### src/rtl/core/tcsm_pkg.sv
// Shared types and codes of the TCP connection state machine.
`default_nettype none

package tcsm_pkg;

    localparam int unsigned SEQ_W   = 32;
    localparam int unsigned LEN_W   = 16;
    localparam int unsigned FLAGS_W = 6;
    localparam int unsigned STATE_W = 4;
    localparam int unsigned FUNC_W  = 3;
    localparam int unsigned ATT_W   = 4;
    localparam int unsigned ERR_W   = 2;
    localparam int unsigned TMR_W   = 2;

    localparam int unsigned IN_TDATA_W  = 88;
    localparam int unsigned IN_TUSER_W  = FUNC_W;
    localparam int unsigned OUT_TDATA_W = 80;

    localparam logic [ATT_W-1:0] MAX_SYN_RESET = 4'd3;

    // event codes
    localparam logic [FUNC_W-1:0] FN_RX_SEG   = 3'd0;
    localparam logic [FUNC_W-1:0] FN_CONNECT  = 3'd1;
    localparam logic [FUNC_W-1:0] FN_CLOSE    = 3'd2;
    localparam logic [FUNC_W-1:0] FN_SYN_TO   = 3'd3;
    localparam logic [FUNC_W-1:0] FN_SEND     = 3'd4;
    localparam logic [FUNC_W-1:0] FN_TW_END   = 3'd5;

    // connection states
    localparam logic [STATE_W-1:0] ST_CLOSED      = 4'd0;
    localparam logic [STATE_W-1:0] ST_SYN_SENT    = 4'd1;
    localparam logic [STATE_W-1:0] ST_ESTABLISHED = 4'd2;
    localparam logic [STATE_W-1:0] ST_FIN_WAIT_1  = 4'd3;
    localparam logic [STATE_W-1:0] ST_FIN_WAIT_2  = 4'd4;
    localparam logic [STATE_W-1:0] ST_CLOSING     = 4'd5;
    localparam logic [STATE_W-1:0] ST_TIME_WAIT   = 4'd6;
    localparam logic [STATE_W-1:0] ST_CLOSE_WAIT  = 4'd7;
    localparam logic [STATE_W-1:0] ST_LAST_ACK    = 4'd8;

    // flag bit positions
    localparam int unsigned FB_FIN = 0;
    localparam int unsigned FB_SYN = 1;
    localparam int unsigned FB_RST = 2;
    localparam int unsigned FB_PSH = 3;
    localparam int unsigned FB_ACK = 4;

    localparam logic [FLAGS_W-1:0] FL_NONE    = 6'h00;
    localparam logic [FLAGS_W-1:0] FL_SYN     = 6'h02;
    localparam logic [FLAGS_W-1:0] FL_ACK     = 6'h10;
    localparam logic [FLAGS_W-1:0] FL_FIN_ACK = 6'h11;

    localparam logic [ERR_W-1:0] ERR_NONE    = 2'd0;
    localparam logic [ERR_W-1:0] ERR_RESET   = 2'd1;
    localparam logic [ERR_W-1:0] ERR_SYN_TO  = 2'd2;
    localparam logic [ERR_W-1:0] ERR_ARP_TO  = 2'd3;

    localparam logic [TMR_W-1:0] TMR_NONE      = 2'd0;
    localparam logic [TMR_W-1:0] TMR_SYN       = 2'd1;
    localparam logic [TMR_W-1:0] TMR_TIME_WAIT = 2'd2;
    localparam logic [TMR_W-1:0] TMR_STOP      = 2'd3;

    typedef struct packed {
        logic [FUNC_W-1:0]  func;
        logic [FLAGS_W-1:0] rx_flags;
        logic [SEQ_W-1:0]   rx_seq;
        logic [LEN_W-1:0]   rx_payload_len;
        logic [SEQ_W-1:0]   initial_seq;
        logic               arp_ok;
    } t_in_item;

    typedef struct packed {
        logic [STATE_W-1:0] conn_state;
        logic               send;
        logic [FLAGS_W-1:0] tx_flags;
        logic [SEQ_W-1:0]   tx_seq;
        logic [SEQ_W-1:0]   tx_ack;
        logic [ERR_W-1:0]   error_code;
        logic [TMR_W-1:0]   timer_cmd;
        logic               release_res;
    } t_out_item;

endpackage

`default_nettype wire

### src/rtl/core/tcsm_in_reg.sv
// Input register stage: holds one accepted event item.
`default_nettype none

module tcsm_in_reg (
    input  wire                   i_clk,
    input  wire                   i_rst_n,
    input  wire                   i_valid,
    output logic                  o_ready,
    input  tcsm_pkg::t_in_item    i_item,
    input  wire                   i_advance,
    output logic                  o_valid,
    output tcsm_pkg::t_in_item    o_item
);

    logic               r_valid;
    tcsm_pkg::t_in_item r_item;

    // room when empty or when the held item moves on this cycle
    assign o_ready = !r_valid || i_advance;

    always_ff @(posedge i_clk) begin
        if (!i_rst_n) begin
            r_valid <= 1'b0;
        end else if (o_ready) begin
            r_valid <= i_valid;
        end
    end

    always_ff @(posedge i_clk) begin
        if (o_ready && i_valid) begin
            r_item <= i_item;
        end
    end

    assign o_valid = r_valid;
    assign o_item  = r_item;

endmodule

`default_nettype wire

### src/rtl/core/tcsm_core.sv
// Connection state registers and the per-event next-state logic.
`default_nettype none

module tcsm_core (
    input  wire                                 i_clk,
    input  wire                                 i_rst_n,
    input  wire                                 i_cfg_wr_en,
    input  wire  [tcsm_pkg::ATT_W-1:0]          i_cfg_wr_data,
    input  wire                                 i_step,
    input  tcsm_pkg::t_in_item                  i_item,
    output tcsm_pkg::t_out_item                 o_result
);

    logic [tcsm_pkg::ATT_W-1:0]   r_max_syn;
    logic [tcsm_pkg::STATE_W-1:0] r_state,   n_state;
    logic [tcsm_pkg::SEQ_W-1:0]   r_seq,     n_seq;
    logic [tcsm_pkg::SEQ_W-1:0]   r_ack,     n_ack;
    logic [tcsm_pkg::FLAGS_W-1:0] r_pend,    n_pend;
    logic [tcsm_pkg::ATT_W-1:0]   r_att,     n_att;
    logic                         r_fin_seen, n_fin_seen;

    logic                         fl_fin, fl_syn, fl_rst, fl_psh, fl_ack;
    logic                         psh_add;
    logic [tcsm_pkg::SEQ_W-1:0]   rx_addend;
    logic [tcsm_pkg::SEQ_W-1:0]   rx_sum;
    logic [tcsm_pkg::ATT_W-1:0]   att_inc;
    logic [tcsm_pkg::SEQ_W-1:0]   seq_inc;
    logic [tcsm_pkg::SEQ_W-1:0]   seq_dec;
    tcsm_pkg::t_out_item          res;

    assign fl_fin = i_item.rx_flags[tcsm_pkg::FB_FIN];
    assign fl_syn = i_item.rx_flags[tcsm_pkg::FB_SYN];
    assign fl_rst = i_item.rx_flags[tcsm_pkg::FB_RST];
    assign fl_psh = i_item.rx_flags[tcsm_pkg::FB_PSH];
    assign fl_ack = i_item.rx_flags[tcsm_pkg::FB_ACK];

    // one adder serves both acknowledgement forms
    assign psh_add   = (r_state == tcsm_pkg::ST_ESTABLISHED) && fl_psh;
    assign rx_addend = psh_add ? {{(tcsm_pkg::SEQ_W-tcsm_pkg::LEN_W){1'b0}},
                                  i_item.rx_payload_len}
                               : {{(tcsm_pkg::SEQ_W-1){1'b0}}, 1'b1};
    assign rx_sum    = i_item.rx_seq + rx_addend;
    assign att_inc   = r_att + {{(tcsm_pkg::ATT_W-1){1'b0}}, 1'b1};
    assign seq_inc   = r_seq + {{(tcsm_pkg::SEQ_W-1){1'b0}}, 1'b1};
    assign seq_dec   = r_seq - {{(tcsm_pkg::SEQ_W-1){1'b0}}, 1'b1};

    always_comb begin
        n_state    = r_state;
        n_seq      = r_seq;
        n_ack      = r_ack;
        n_pend     = r_pend;
        n_att      = r_att;
        n_fin_seen = r_fin_seen;
        res        = '0;

        unique case (i_item.func)
            tcsm_pkg::FN_RX_SEG: begin
                if (r_state != tcsm_pkg::ST_ESTABLISHED) begin
                    if (fl_syn || fl_fin) begin
                        n_ack = rx_sum;
                    end
                end else if (fl_psh || fl_fin) begin
                    n_ack = rx_sum;
                end

                unique case (r_state)
                    tcsm_pkg::ST_SYN_SENT: begin
                        if (fl_syn && fl_ack) begin
                            res.timer_cmd = tcsm_pkg::TMR_STOP;
                            n_pend        = tcsm_pkg::FL_ACK;
                            n_state       = tcsm_pkg::ST_ESTABLISHED;
                        end else if (fl_rst) begin
                            res.timer_cmd  = tcsm_pkg::TMR_STOP;
                            res.error_code = tcsm_pkg::ERR_RESET;
                            n_state        = tcsm_pkg::ST_CLOSED;
                            n_pend         = tcsm_pkg::FL_NONE;
                            n_fin_seen     = 1'b0;
                        end
                    end
                    tcsm_pkg::ST_ESTABLISHED: begin
                        if (fl_psh) begin
                            n_pend = tcsm_pkg::FL_ACK;
                        end else if (fl_fin) begin
                            n_pend     = tcsm_pkg::FL_ACK;
                            n_fin_seen = 1'b1;
                        end else if (fl_rst) begin
                            res.timer_cmd  = tcsm_pkg::TMR_STOP;
                            res.error_code = tcsm_pkg::ERR_RESET;
                            n_state        = tcsm_pkg::ST_CLOSED;
                            n_pend         = tcsm_pkg::FL_NONE;
                            n_fin_seen     = 1'b0;
                        end
                    end
                    tcsm_pkg::ST_LAST_ACK: begin
                        if (fl_ack || fl_rst) begin
                            res.release_res = 1'b1;
                            n_state         = tcsm_pkg::ST_CLOSED;
                            n_pend          = tcsm_pkg::FL_NONE;
                            n_fin_seen      = 1'b0;
                        end
                    end
                    tcsm_pkg::ST_FIN_WAIT_1: begin
                        if (fl_fin) begin
                            n_pend  = tcsm_pkg::FL_ACK;
                            n_state = tcsm_pkg::ST_CLOSING;
                        end else if (fl_rst) begin
                            res.timer_cmd  = tcsm_pkg::TMR_STOP;
                            res.error_code = tcsm_pkg::ERR_RESET;
                            n_state        = tcsm_pkg::ST_CLOSED;
                            n_pend         = tcsm_pkg::FL_NONE;
                            n_fin_seen     = 1'b0;
                        end else if (fl_ack) begin
                            n_state = tcsm_pkg::ST_FIN_WAIT_2;
                        end
                    end
                    tcsm_pkg::ST_CLOSING: begin
                        if (fl_rst) begin
                            res.timer_cmd  = tcsm_pkg::TMR_STOP;
                            res.error_code = tcsm_pkg::ERR_RESET;
                            n_state        = tcsm_pkg::ST_CLOSED;
                            n_pend         = tcsm_pkg::FL_NONE;
                            n_fin_seen     = 1'b0;
                        end else if (fl_ack) begin
                            n_state       = tcsm_pkg::ST_TIME_WAIT;
                            res.timer_cmd = tcsm_pkg::TMR_TIME_WAIT;
                        end
                    end
                    tcsm_pkg::ST_FIN_WAIT_2: begin
                        if (fl_fin) begin
                            n_pend        = tcsm_pkg::FL_ACK;
                            n_state       = tcsm_pkg::ST_TIME_WAIT;
                            res.timer_cmd = tcsm_pkg::TMR_TIME_WAIT;
                        end else if (fl_rst) begin
                            res.timer_cmd  = tcsm_pkg::TMR_STOP;
                            res.error_code = tcsm_pkg::ERR_RESET;
                            n_state        = tcsm_pkg::ST_CLOSED;
                            n_pend         = tcsm_pkg::FL_NONE;
                            n_fin_seen     = 1'b0;
                        end
                    end
                    default: begin
                    end
                endcase
            end
            tcsm_pkg::FN_CONNECT: begin
                if (r_state == tcsm_pkg::ST_CLOSED) begin
                    if (i_item.arp_ok) begin
                        n_seq      = i_item.initial_seq;
                        n_ack      = '0;
                        n_att      = '0;
                        n_fin_seen = 1'b0;
                        n_state    = tcsm_pkg::ST_SYN_SENT;
                        n_pend     = tcsm_pkg::FL_SYN;
                    end else begin
                        res.error_code = tcsm_pkg::ERR_ARP_TO;
                        n_pend         = tcsm_pkg::FL_NONE;
                        n_fin_seen     = 1'b0;
                    end
                end
            end
            tcsm_pkg::FN_CLOSE: begin
                if (r_state == tcsm_pkg::ST_ESTABLISHED) begin
                    n_pend  = tcsm_pkg::FL_FIN_ACK;
                    n_state = tcsm_pkg::ST_FIN_WAIT_1;
                end else if (r_state == tcsm_pkg::ST_CLOSE_WAIT) begin
                    n_pend  = tcsm_pkg::FL_FIN_ACK;
                    n_state = tcsm_pkg::ST_LAST_ACK;
                end
            end
            tcsm_pkg::FN_SYN_TO: begin
                if (r_state == tcsm_pkg::ST_SYN_SENT) begin
                    if (att_inc >= r_max_syn) begin
                        // give up the connect
                        n_att          = '0;
                        res.error_code = tcsm_pkg::ERR_SYN_TO;
                        n_state        = tcsm_pkg::ST_CLOSED;
                        n_pend         = tcsm_pkg::FL_NONE;
                        n_fin_seen     = 1'b0;
                    end else begin
                        // rewind so the resent SYN carries the same number
                        n_att  = att_inc;
                        n_seq  = seq_dec;
                        n_pend = tcsm_pkg::FL_SYN;
                    end
                end
            end
            tcsm_pkg::FN_SEND: begin
                if (r_pend != tcsm_pkg::FL_NONE) begin
                    res.send     = 1'b1;
                    res.tx_flags = r_pend;
                    res.tx_seq   = r_seq;
                    res.tx_ack   = r_ack;
                    if (r_state == tcsm_pkg::ST_SYN_SENT) begin
                        res.timer_cmd = tcsm_pkg::TMR_SYN;
                    end else if (r_state == tcsm_pkg::ST_ESTABLISHED) begin
                        if (r_pend[tcsm_pkg::FB_ACK] && r_fin_seen) begin
                            n_state    = tcsm_pkg::ST_CLOSE_WAIT;
                            n_fin_seen = 1'b0;
                        end
                    end
                    if (r_pend[tcsm_pkg::FB_SYN] || r_pend[tcsm_pkg::FB_FIN]) begin
                        n_seq = seq_inc;
                    end
                    n_pend = tcsm_pkg::FL_NONE;
                end
            end
            tcsm_pkg::FN_TW_END: begin
                if (r_state == tcsm_pkg::ST_TIME_WAIT) begin
                    res.release_res = 1'b1;
                    n_state         = tcsm_pkg::ST_CLOSED;
                    n_pend          = tcsm_pkg::FL_NONE;
                    n_fin_seen      = 1'b0;
                end
            end
            default: begin
            end
        endcase

        res.conn_state = n_state;
    end

    assign o_result = res;

    always_ff @(posedge i_clk) begin
        if (!i_rst_n) begin
            r_max_syn <= tcsm_pkg::MAX_SYN_RESET;
        end else if (i_cfg_wr_en) begin
            r_max_syn <= i_cfg_wr_data;
        end
    end

    always_ff @(posedge i_clk) begin
        if (!i_rst_n) begin
            r_state    <= tcsm_pkg::ST_CLOSED;
            r_seq      <= '0;
            r_ack      <= '0;
            r_pend     <= tcsm_pkg::FL_NONE;
            r_att      <= '0;
            r_fin_seen <= 1'b0;
        end else if (i_step) begin
            r_state    <= n_state;
            r_seq      <= n_seq;
            r_ack      <= n_ack;
            r_pend     <= n_pend;
            r_att      <= n_att;
            r_fin_seen <= n_fin_seen;
        end
    end

endmodule

`default_nettype wire

### src/rtl/core/tcsm_out_reg.sv
// Result register: holds one result item until the sink takes it.
`default_nettype none

module tcsm_out_reg (
    input  wire                   i_clk,
    input  wire                   i_rst_n,
    input  wire                   i_load,
    input  tcsm_pkg::t_out_item   i_result,
    output logic                  o_can_load,
    output logic                  o_valid,
    input  wire                   i_ready,
    output tcsm_pkg::t_out_item   o_result
);

    logic                r_valid;
    tcsm_pkg::t_out_item r_result;

    assign o_can_load = !r_valid || i_ready;

    always_ff @(posedge i_clk) begin
        if (!i_rst_n) begin
            r_valid <= 1'b0;
        end else if (o_can_load) begin
            r_valid <= i_load;
        end
    end

    always_ff @(posedge i_clk) begin
        if (i_load) begin
            r_result <= i_result;
        end
    end

    assign o_valid  = r_valid;
    assign o_result = r_result;

endmodule

`default_nettype wire

### src/rtl/core/tcp_connection_state_machine.sv
// Top level of the client-side TCP connection state machine.
//
//  channel   | dir | handshake                  | payload
//  ----------+-----+----------------------------+--------------------------------
//  s_axis    | in  | s_axis_tvalid/tready       | tuser: func; tdata: event fields
//  m_axis    | out | m_axis_tvalid/tready       | tdata: result fields
//  cfg       | in  | i_cfg_wr_en (no wait)      | i_cfg_wr_data: max_syn_attempts
//
// One event item per cycle sustained while the sink keeps taking results; a
// result leaves through the input register, then the result register.
// The connection state update sits between the two registers: two 32-bit adds and one 32-bit subtract.
// Reset is synchronous, active low, and returns the connection to CLOSED.
// A stalled sink holds the result; the input register takes one more item only if it is empty.
`default_nettype none

module tcp_connection_state_machine (
    input  wire                                 i_clk,
    input  wire                                 i_rst_n,
    input  wire                                 i_cfg_wr_en,
    input  wire  [tcsm_pkg::ATT_W-1:0]          i_cfg_wr_data,
    input  wire                                 s_axis_tvalid,
    output logic                                s_axis_tready,
    // [5:0] rx_flags, [37:6] rx_seq, [53:38] rx_payload_len,
    // [85:54] initial_seq, [86] arp_ok, [87] zero
    input  wire  [tcsm_pkg::IN_TDATA_W-1:0]     s_axis_tdata,
    // [2:0] func
    input  wire  [tcsm_pkg::IN_TUSER_W-1:0]     s_axis_tuser,
    output logic                                m_axis_tvalid,
    input  wire                                 m_axis_tready,
    // [3:0] conn_state, [4] send, [10:5] tx_flags, [42:11] tx_seq,
    // [74:43] tx_ack, [76:75] error_code, [78:77] timer_cmd, [79] release_res
    output logic [tcsm_pkg::OUT_TDATA_W-1:0]    m_axis_tdata
);

    tcsm_pkg::t_in_item  in_item;
    tcsm_pkg::t_in_item  held_item;
    tcsm_pkg::t_out_item core_result;
    tcsm_pkg::t_out_item out_result;
    logic                held_valid;
    logic                out_can_load;
    logic                step;

    assign in_item.func           = s_axis_tuser;
    assign in_item.rx_flags       = s_axis_tdata[5:0];
    assign in_item.rx_seq         = s_axis_tdata[37:6];
    assign in_item.rx_payload_len = s_axis_tdata[53:38];
    assign in_item.initial_seq    = s_axis_tdata[85:54];
    assign in_item.arp_ok         = s_axis_tdata[86];

    // advance the held item when the result register has room
    assign step = held_valid && out_can_load;

    tcsm_in_reg u_in_reg (
        .i_clk     (i_clk),
        .i_rst_n   (i_rst_n),
        .i_valid   (s_axis_tvalid),
        .o_ready   (s_axis_tready),
        .i_item    (in_item),
        .i_advance (step),
        .o_valid   (held_valid),
        .o_item    (held_item)
    );

    tcsm_core u_core (
        .i_clk         (i_clk),
        .i_rst_n       (i_rst_n),
        .i_cfg_wr_en   (i_cfg_wr_en),
        .i_cfg_wr_data (i_cfg_wr_data),
        .i_step        (step),
        .i_item        (held_item),
        .o_result      (core_result)
    );

    tcsm_out_reg u_out_reg (
        .i_clk      (i_clk),
        .i_rst_n    (i_rst_n),
        .i_load     (step),
        .i_result   (core_result),
        .o_can_load (out_can_load),
        .o_valid    (m_axis_tvalid),
        .i_ready    (m_axis_tready),
        .o_result   (out_result)
    );

    assign m_axis_tdata = {out_result.release_res,
                           out_result.timer_cmd,
                           out_result.error_code,
                           out_result.tx_ack,
                           out_result.tx_seq,
                           out_result.tx_flags,
                           out_result.send,
                           out_result.conn_state};

endmodule

`default_nettype wire

### config.mk
export PLATFORM = sky130hd
export DESIGN_NAME = tcp_connection_state_machine
export DESIGN_NICKNAME = d
export VERILOG_FILES = /design/src/rtl/core/tcsm_pkg.sv /design/src/rtl/core/tcsm_in_reg.sv /design/src/rtl/core/tcsm_core.sv /design/src/rtl/core/tcsm_out_reg.sv /design/src/rtl/core/tcp_connection_state_machine.sv
export SDC_FILE = /design/constraint.sdc
export NUM_CORES = 1
export LEC_CHECK = 0
export ABC_CLOCK_PERIOD_IN_PS = 5180
export BUFFER_PORTS_ARGS = -buffer_cell sky130_fd_sc_hd__buf_4
export CAP_MARGIN = 40
export CORE_MARGIN = 2
export CORE_UTILIZATION = 40
export CTS_CLUSTER_DIAMETER = 60
export DETAILED_ROUTE_END_ITERATION = 6
export GPL_TIMING_DRIVEN = 0
export SLEW_MARGIN = 20
export SYNTH_ARGS = -nofsm -noshare
export SYNTH_HDL_FRONTEND = slang
export SYNTH_SLANG_ARGS = --single-unit
### constraint.sdc
create_clock -name i_clk -period 5.18 [get_ports i_clk]
set_input_delay 0.259 -clock i_clk [delete_from_list [all_inputs] [get_ports i_clk]]
set_output_delay 0.259 -clock i_clk [all_outputs]
set_load 0.02 [all_outputs]
==> results of run 1 <==
[power by group]
part | total, mW | internal, mW | switching (mW)
Clock | 2.20 | 1.30 | 0.901
Sequential | 2.27 | 2.24 | 0.0335
Combinational | 0.598 | 0.263 | 0.335
[per-stage QoR]
stage | instance area, um^2 | worst slack (ns) | power, mW | TNS [ns]
floorplan | 12700 | 0.585 | 2.64 | 0
global placement | 14600 | -1.35 | 2.86 | -12.87
detailed placement | 14700 | 0.884 | 2.85 | 0
CTS | 16700 | 0.878 | 5.11 | 0
global route | 16700 | 0.600 | 5.26 | 0
finish | 16700 | 0.904 | 5.07 | 0
[area by class of cell]
type | instances | area, um^2 | share of cell area
clock buffers | 34 | 817 | 0.0490
inverters | 27 | 103 | 0.00616
multi-input cells | 877 | 5550 | 0.333
plain buffers | 65 | 322 | 0.0193
flip-flops and latches | 254 | 6780 | 0.407
repair buffers | 278 | 2360 | 0.142
clock inverters | 23 | 234 | 0.0140
well taps | 402 | 503 | 0.0302
[flip-flops by register name, indices dropped and copies added (netlist names)]
signal              flops
u_out_reg.o_result     80
u_core.r_max_syn        4
u_core.r_fin_seen       1
u_core.r_ack           32
u_core.r_state          4
u_core.r_pend           6
u_core.r_seq           32
u_out_reg.o_valid       1
u_in_reg.o_valid        1
u_core.r_att            4
u_in_reg.o_item        89
[routing by layer]
layer,routed length [um],track usage,up-vias,part of all wire
met5,0,0,-,0
met4,1050,0.0632,0,0.029
met3,1960,0.0381,60,0.054
met2,17700,0.376,299,0.49
met1,15600,0.271,4877,0.43
li1,-,-,5095,-
[Yosys cell counts (4+ instances only)]
master,number
a21o_1,22
a211oi_1,10
buf_2,17
a31oi_1,12
ha_1,51
nand2b_1,9
or3_1,5
o211ai_1,7
xnor2_1,40
dfxtp_1,85
a21oi_1,103
nor2_1,92
or2_2,4
nor3_1,24
a22oi_1,10
edfxtp_1,169
clkbuf_1,36
nor3b_1,7
o21ai_1,6
o21ai_0,79
nand4_1,16
o31ai_1,10
and3_1,23
and2_1,69
xor2_1,18
nand3_1,18
nor2b_1,12
o21a_1,5
o31a_1,7
nand2_1,125
a21boi_0,5
a41oi_1,5
o21bai_1,4
a2111oi_0,4
inv_1,26
a311oi_1,6
mux2i_1,8
[worst min path at each step]
stage                                 from                 end  slack, ns  depth (start not counted)
after floorplan           s_axis_tdata[86]  u_in_reg.o_item[0]       0.36                          0
after global placement    u_core.r_ack[14]    u_core.r_ack[14]       0.43                          2
after detailed placement  u_core.r_ack[13]    u_core.r_ack[13]       0.43                          2
after CTS                          i_rst_n    u_core.r_seq[30]       0.01                          3
after global routing               i_rst_n    u_core.r_seq[30]       0.06                          3
final                              i_rst_n    u_core.r_seq[30]       0.04                          3
[logic make-up after synthesis]
logic type               count (synthesis)
adder cells (fa/ha/maj)                 53
AO/OA/AOI/OAI                          326
flip-flops                             254
multiplexers                             9
XOR/XNOR                                58
AND/OR/NAND/NOR                        431
buffers and inverters                   92
[worst max-delay path, cell delays in order, from the launching register on]
cell and delay (ns):
edfxtp_1 0.50, and2b_1 0.32, and2_2 0.25, clkinv_2 0.53, fa_1 0.67, a21oi_1 0.24, o211ai_1 0.15, a221oi_1 0.40
o31a_1 0.31, o21ai_0 0.20, a21oi_1 0.25, xor2_1 0.11, a211oi_1 0.23
==> results.yml, run 1 <==
finish:
  instances_no_fill: 1960
  final.fill_count: 2791
  nets: 1687
  diodes: 0
  final_common_cell: "buf_4"
  drive_above_1_share: 0.189
  final_util: 0.530
  syn_to_final_growth_pct: 30.8
  layout_common_cells: "181 x buf_4, 169 x edfxtp_1, 125 x nand2_1"
worst_setup_path:
  crit_type: "reg2reg"
  rr_startpoint: "u_in_reg.o_item[89]"
  end_kind: "register"
  timing.rr.end: "u_core.r_seq[28]"
  cp-startpoint: "u_in_reg.o_item[89]"
  critPathMaxFanout: 39
  crit_path_start_kind: "register"
  rrSetupSlack_ns: 0.90
  reg2regPathDepth: 12
  crit_path_end: "u_core.r_seq[28]"
  crit_required_ns: 5.66
  worstPathArrival_ns: 4.75
pwr:
  vdd_drop_max_mv: 0.295
  p_leak_nw: 6.72
  p_per_area_nw_per_um2: 304
clock_tree:
  root_buffer: "clkbuf_16"
  cts_tree: "done"
  post_cts_buffers: 0
  htree_levels: 1
  hold_buffers: 95
  clk_latency_ns: 0.56
  cts_sinks: 254
  cts_buffer_depth: 3
  path_clk_slew_ns: 0.06
  cts_buffers: 31
  post_cts_resized: 0
synth:
  postSynthAreaPerCell_um2: 10.4
  yosys_warnings: 0
  synthAdderAreaFrac: 0.0532
  synth_xor_area_frac: 0.0399
  synth_nets: 1376
  netlist-cell-type-count: 83
  synthMuxAreaShare: 0.00746
  synth_simple_gate_area_frac: 0.171
  synth-edff-count: 169
  synth_compound_area_frac: 0.164
  ys_top_cells_by_area: "edfxtp_1 40%, dfxtp_1 13%, ha_1 5.0%"
  ys_seq_elements: 254
  yosysSeqAreaShare: 0.532
  async_flop_share: 0
  synth_top_family_by_area: "simple AND/OR/NAND/NOR gates"
  synthesis.area_um2: 12700
  synthFlopType: "edfxtp_1"
  synth_top_cell_area_share: 0.398
  syn_inst: 1223
  yosys.area.top_type: "edfxtp_1"
place:
  hpwlAfterDp_um: 26100
  port_buffers: 178
  gp_congestion: 0.890
  place_inst: 1808
global_route:
  grt_max_degree: 54
  gr-total-overflow: 0
  grt_pass1_wl_um: 56400
  grt_pass1_vias: 10300
  grt_use_total: 0.215
  antenna_found_initial: 0
die:
  die_h_um: 182
  io_pins: 182
  die_area_um2: 33300
  initial_core_util: 0.405
  die_x_um: 182
  core-area_um2: 31500
  rows: 65
timing:
  finClkSkew_ns: 0.0107
  max_slew_margin: 0.480
  final_hold_viol_count: 0
  rsz0062_at_grt: "no"
  slew_violations: 0
  fin_hold_ws_ns: 0.0353
  fmax_mhz: 234
  worst_pin_slew_ns: 0.777
  min_period_over_period: 0.825
  setup_violations: 0
  period_needed_ns: 4.28
detailed_routing:
  postRouteAntennaNets: 0
  drt-total-wl_um: 36300
  drt_iter0_drc: 644
  post-route-drc-count: 0
  detail_route.wl_per_cell_um: 18.5
  vias: 10300
  vias_per_cell: 5.27
  drtPass1Iterations: 5
run:
  max_cap_violations: 0
hold_path:
  min_path_type: "in2reg"
status:
  outcome: "complete, no violations"
(Power assumes the default switching activity.)
==> run 2, diff against run 1 <==
ABC_CLOCK_PERIOD_IN_PS = 4300   (was 5180)
clock period = 4.3 ns   (was 5.18 ns; I/O delays follow)
==> run 2 against run 1 <==
Cell count barely moved. Sequential share of layout area up 0.086 points. Clock-buffer cell count grew 11. Fmax increased by 8.7%. Sequential power up 21%. Final area down 0.21%. Flip-flop and latch count unchanged. Clock skew increased by 0.0027 ns. Non-clock buffer count unchanged. Largest cell class unchanged.
==> results.yml, run 2 (synthesis gave the netlist of run 1 again) <==
status:
  outcome: "complete, no violations"
timing:
  rsz0062_at_grt: "no"
  period_needed_ns: 3.93
  final_hold_viol_count: 0
  finClkSkew_ns: 0.0133
  fin_hold_ws_ns: 0.0327
  worst_pin_slew_ns: 0.790
  setup_violations: 0
  fmax_mhz: 254
  slew_violations: 0
  max_slew_margin: 0.473
  tns_ns: 0
  setup_ws_ns: 0.368
  min_period_over_period: 0.914
die:
  die_area_um2: 33300
  die_h_um: 182
  initial_core_util: 0.405
  die_x_um: 182
  rows: 65
  core-area_um2: 31500
  io_pins: 182
clock_tree:
  post_cts_buffers: 0
  htree_levels: 1
  cts_buffer_depth: 3
  cts_buffers: 31
  clk_latency_ns: 0.56
  root_buffer: "clkbuf_16"
  path_clk_slew_ns: 0.06
  cts_sinks: 254
  cts_tree: "done"
pwr:
  internal_power_mw: 4.54
  p_sw_mw: 1.48
  power.total_mw: 6.02
  p_sw_frac: 0.246
  p_leak_nw: 6.72
  pwr-share-seq: 0.455
  vdd_drop_max_mv: 0.294
  p_per_area_nw_per_um2: 362
  pwr-share-clk: 0.425
  combPwrFrac: 0.120
finish:
  final.fill_count: 2812
  seqCellArea_um2: 6780
  layout_common_cells: "182 x buf_4, 169 x edfxtp_1, 125 x nand2_1"
  drive_above_1_share: 0.183
  final_cell_area_um2: 16600
  final_util: 0.528
  instances_no_fill: 1961
  multi_input_area_um2: 5550
  largest_reg_flops: 89
  syn_to_final_growth_pct: 30.5
  nets: 1687
  final_common_cell: "buf_4"
detailed_routing:
  vias: 10400
  routed.top_layer: "met4"
  drt-total-wl_um: 36400
  detail_route.wl_per_cell_um: 18.5
  postRouteAntennaNets: 0
  wl_met3_um: 1900
  vias_per_cell: 5.28
  drt_iter0_drc: 671
  post-route-drc-count: 0
  wl_met2_um: 17400
  drtPass1Iterations: 5
  wl_met1_um: 15800
place:
  dpl_cell_area_um2: 14700
  gp_congestion: 0.905
  port_buffers: 178
  dp_slack_ns: 0.0361
  place_inst: 1807
  hpwlAfterDp_um: 25800
global_route:
  grt_pass1_wl_um: 56900
  grt_max_degree: 90
  gr-total-overflow: 0
  grt_use_total: 0.218
  grt_pass1_vias: 10300
  antenna_found_initial: 1
worst_setup_path:
  crit_chain: "buf_2, nor4b_2, buf_2, clkbuf_1, and3_1, ha_1, a2111oi_0, a31oi_1, a2111oi_4, nor4b_1, xnor2_1, o21ai_0"
  end_kind: "register"
  cpMostUsedCell: "buf_2"
  slowest_delay_ns: 0.60
  critPathMaxFanout: 10
  crit_required_ns: 4.74
  cp_top_family: "compound AO/OA/AOI/OAI gates"
  crit_path_start_kind: "register"
  worstPathArrival_ns: 4.37
  crit_type: "reg2reg"
  path_buf_inv: 3
  critical-path-slowest-cell: "a2111oi_4"
run:
  max_cap_violations: 0
hold_path:
  min_path_type: "in2reg"
[run 2: changes by cell type in the layout (fill, tap and decap cells not counted), moves of 2 or more]
cell        change
clkinvlp_4      -6
clkbuf_1        +8
clkinv_2        -3
clkbuf_8        +2
clkbuf_16       +2
bufinv_16       -2
[run 2: per-layer routing]
| layer | up-vias | track usage |
|---|---|---|
| met1 | 4877 | 0.279 |
| met4 | 0 | 0.0787 |
| met2 | 302 | 0.373 |
| li1 | 5101 | - |
| met3 | 77 | 0.0361 |
| met5 | - | 0 |
[run 2: path summary, 6_finish.rpt]
check / endpoint / from / cells after the start / slack, ns
max: u_core.r_ack[24] / u_core.r_state[0] / 12 / 0.37
min: u_core.r_max_syn[1] / i_cfg_wr_en / 3 / 0.03
max reg2reg: u_core.r_ack[24] / u_core.r_state[0] / 12 / 0.37
min reg2reg: u_core.r_ack[24] / u_core.r_ack[24] / 2 / 0.44
[run 2: tightest hold or removal path, cell delays in order]
cell and delay [ns]:
clkbuf_1 0.16, nand2_1 0.09, o211ai_1 0.07
[run 2: power groups by stage]
stage	sequential [mW]	combinational, mW	clock (mW)
detailed placement	2.79	0.649	0
floorplan	2.81	0.368	0
global placement	2.80	0.643	0
finish	2.74	0.724	2.56
CTS	2.74	0.721	2.62
global route	2.75	0.792	2.72
[run 2: final cells by class]
type / instances / share of cell area
antenna: 1 / 0.000150
buffer: 65 / 0.0197
clock buffer: 45 / 0.0548
clock inverter: 12 / 0.00617
inverter: 27 / 0.00624
multi-input combinational: 877 / 0.334
sequential: 254 / 0.407
tap: 402 / 0.0302
timing repair buffer: 278 / 0.142
[run 2: timing repair]
action | CTS | global route
resized for setup | 0 | 1
hold buffers | 96 | 0
endpoints found under the setup margin | 0 | 14
endpoints found under the hold margin | 97 | 0
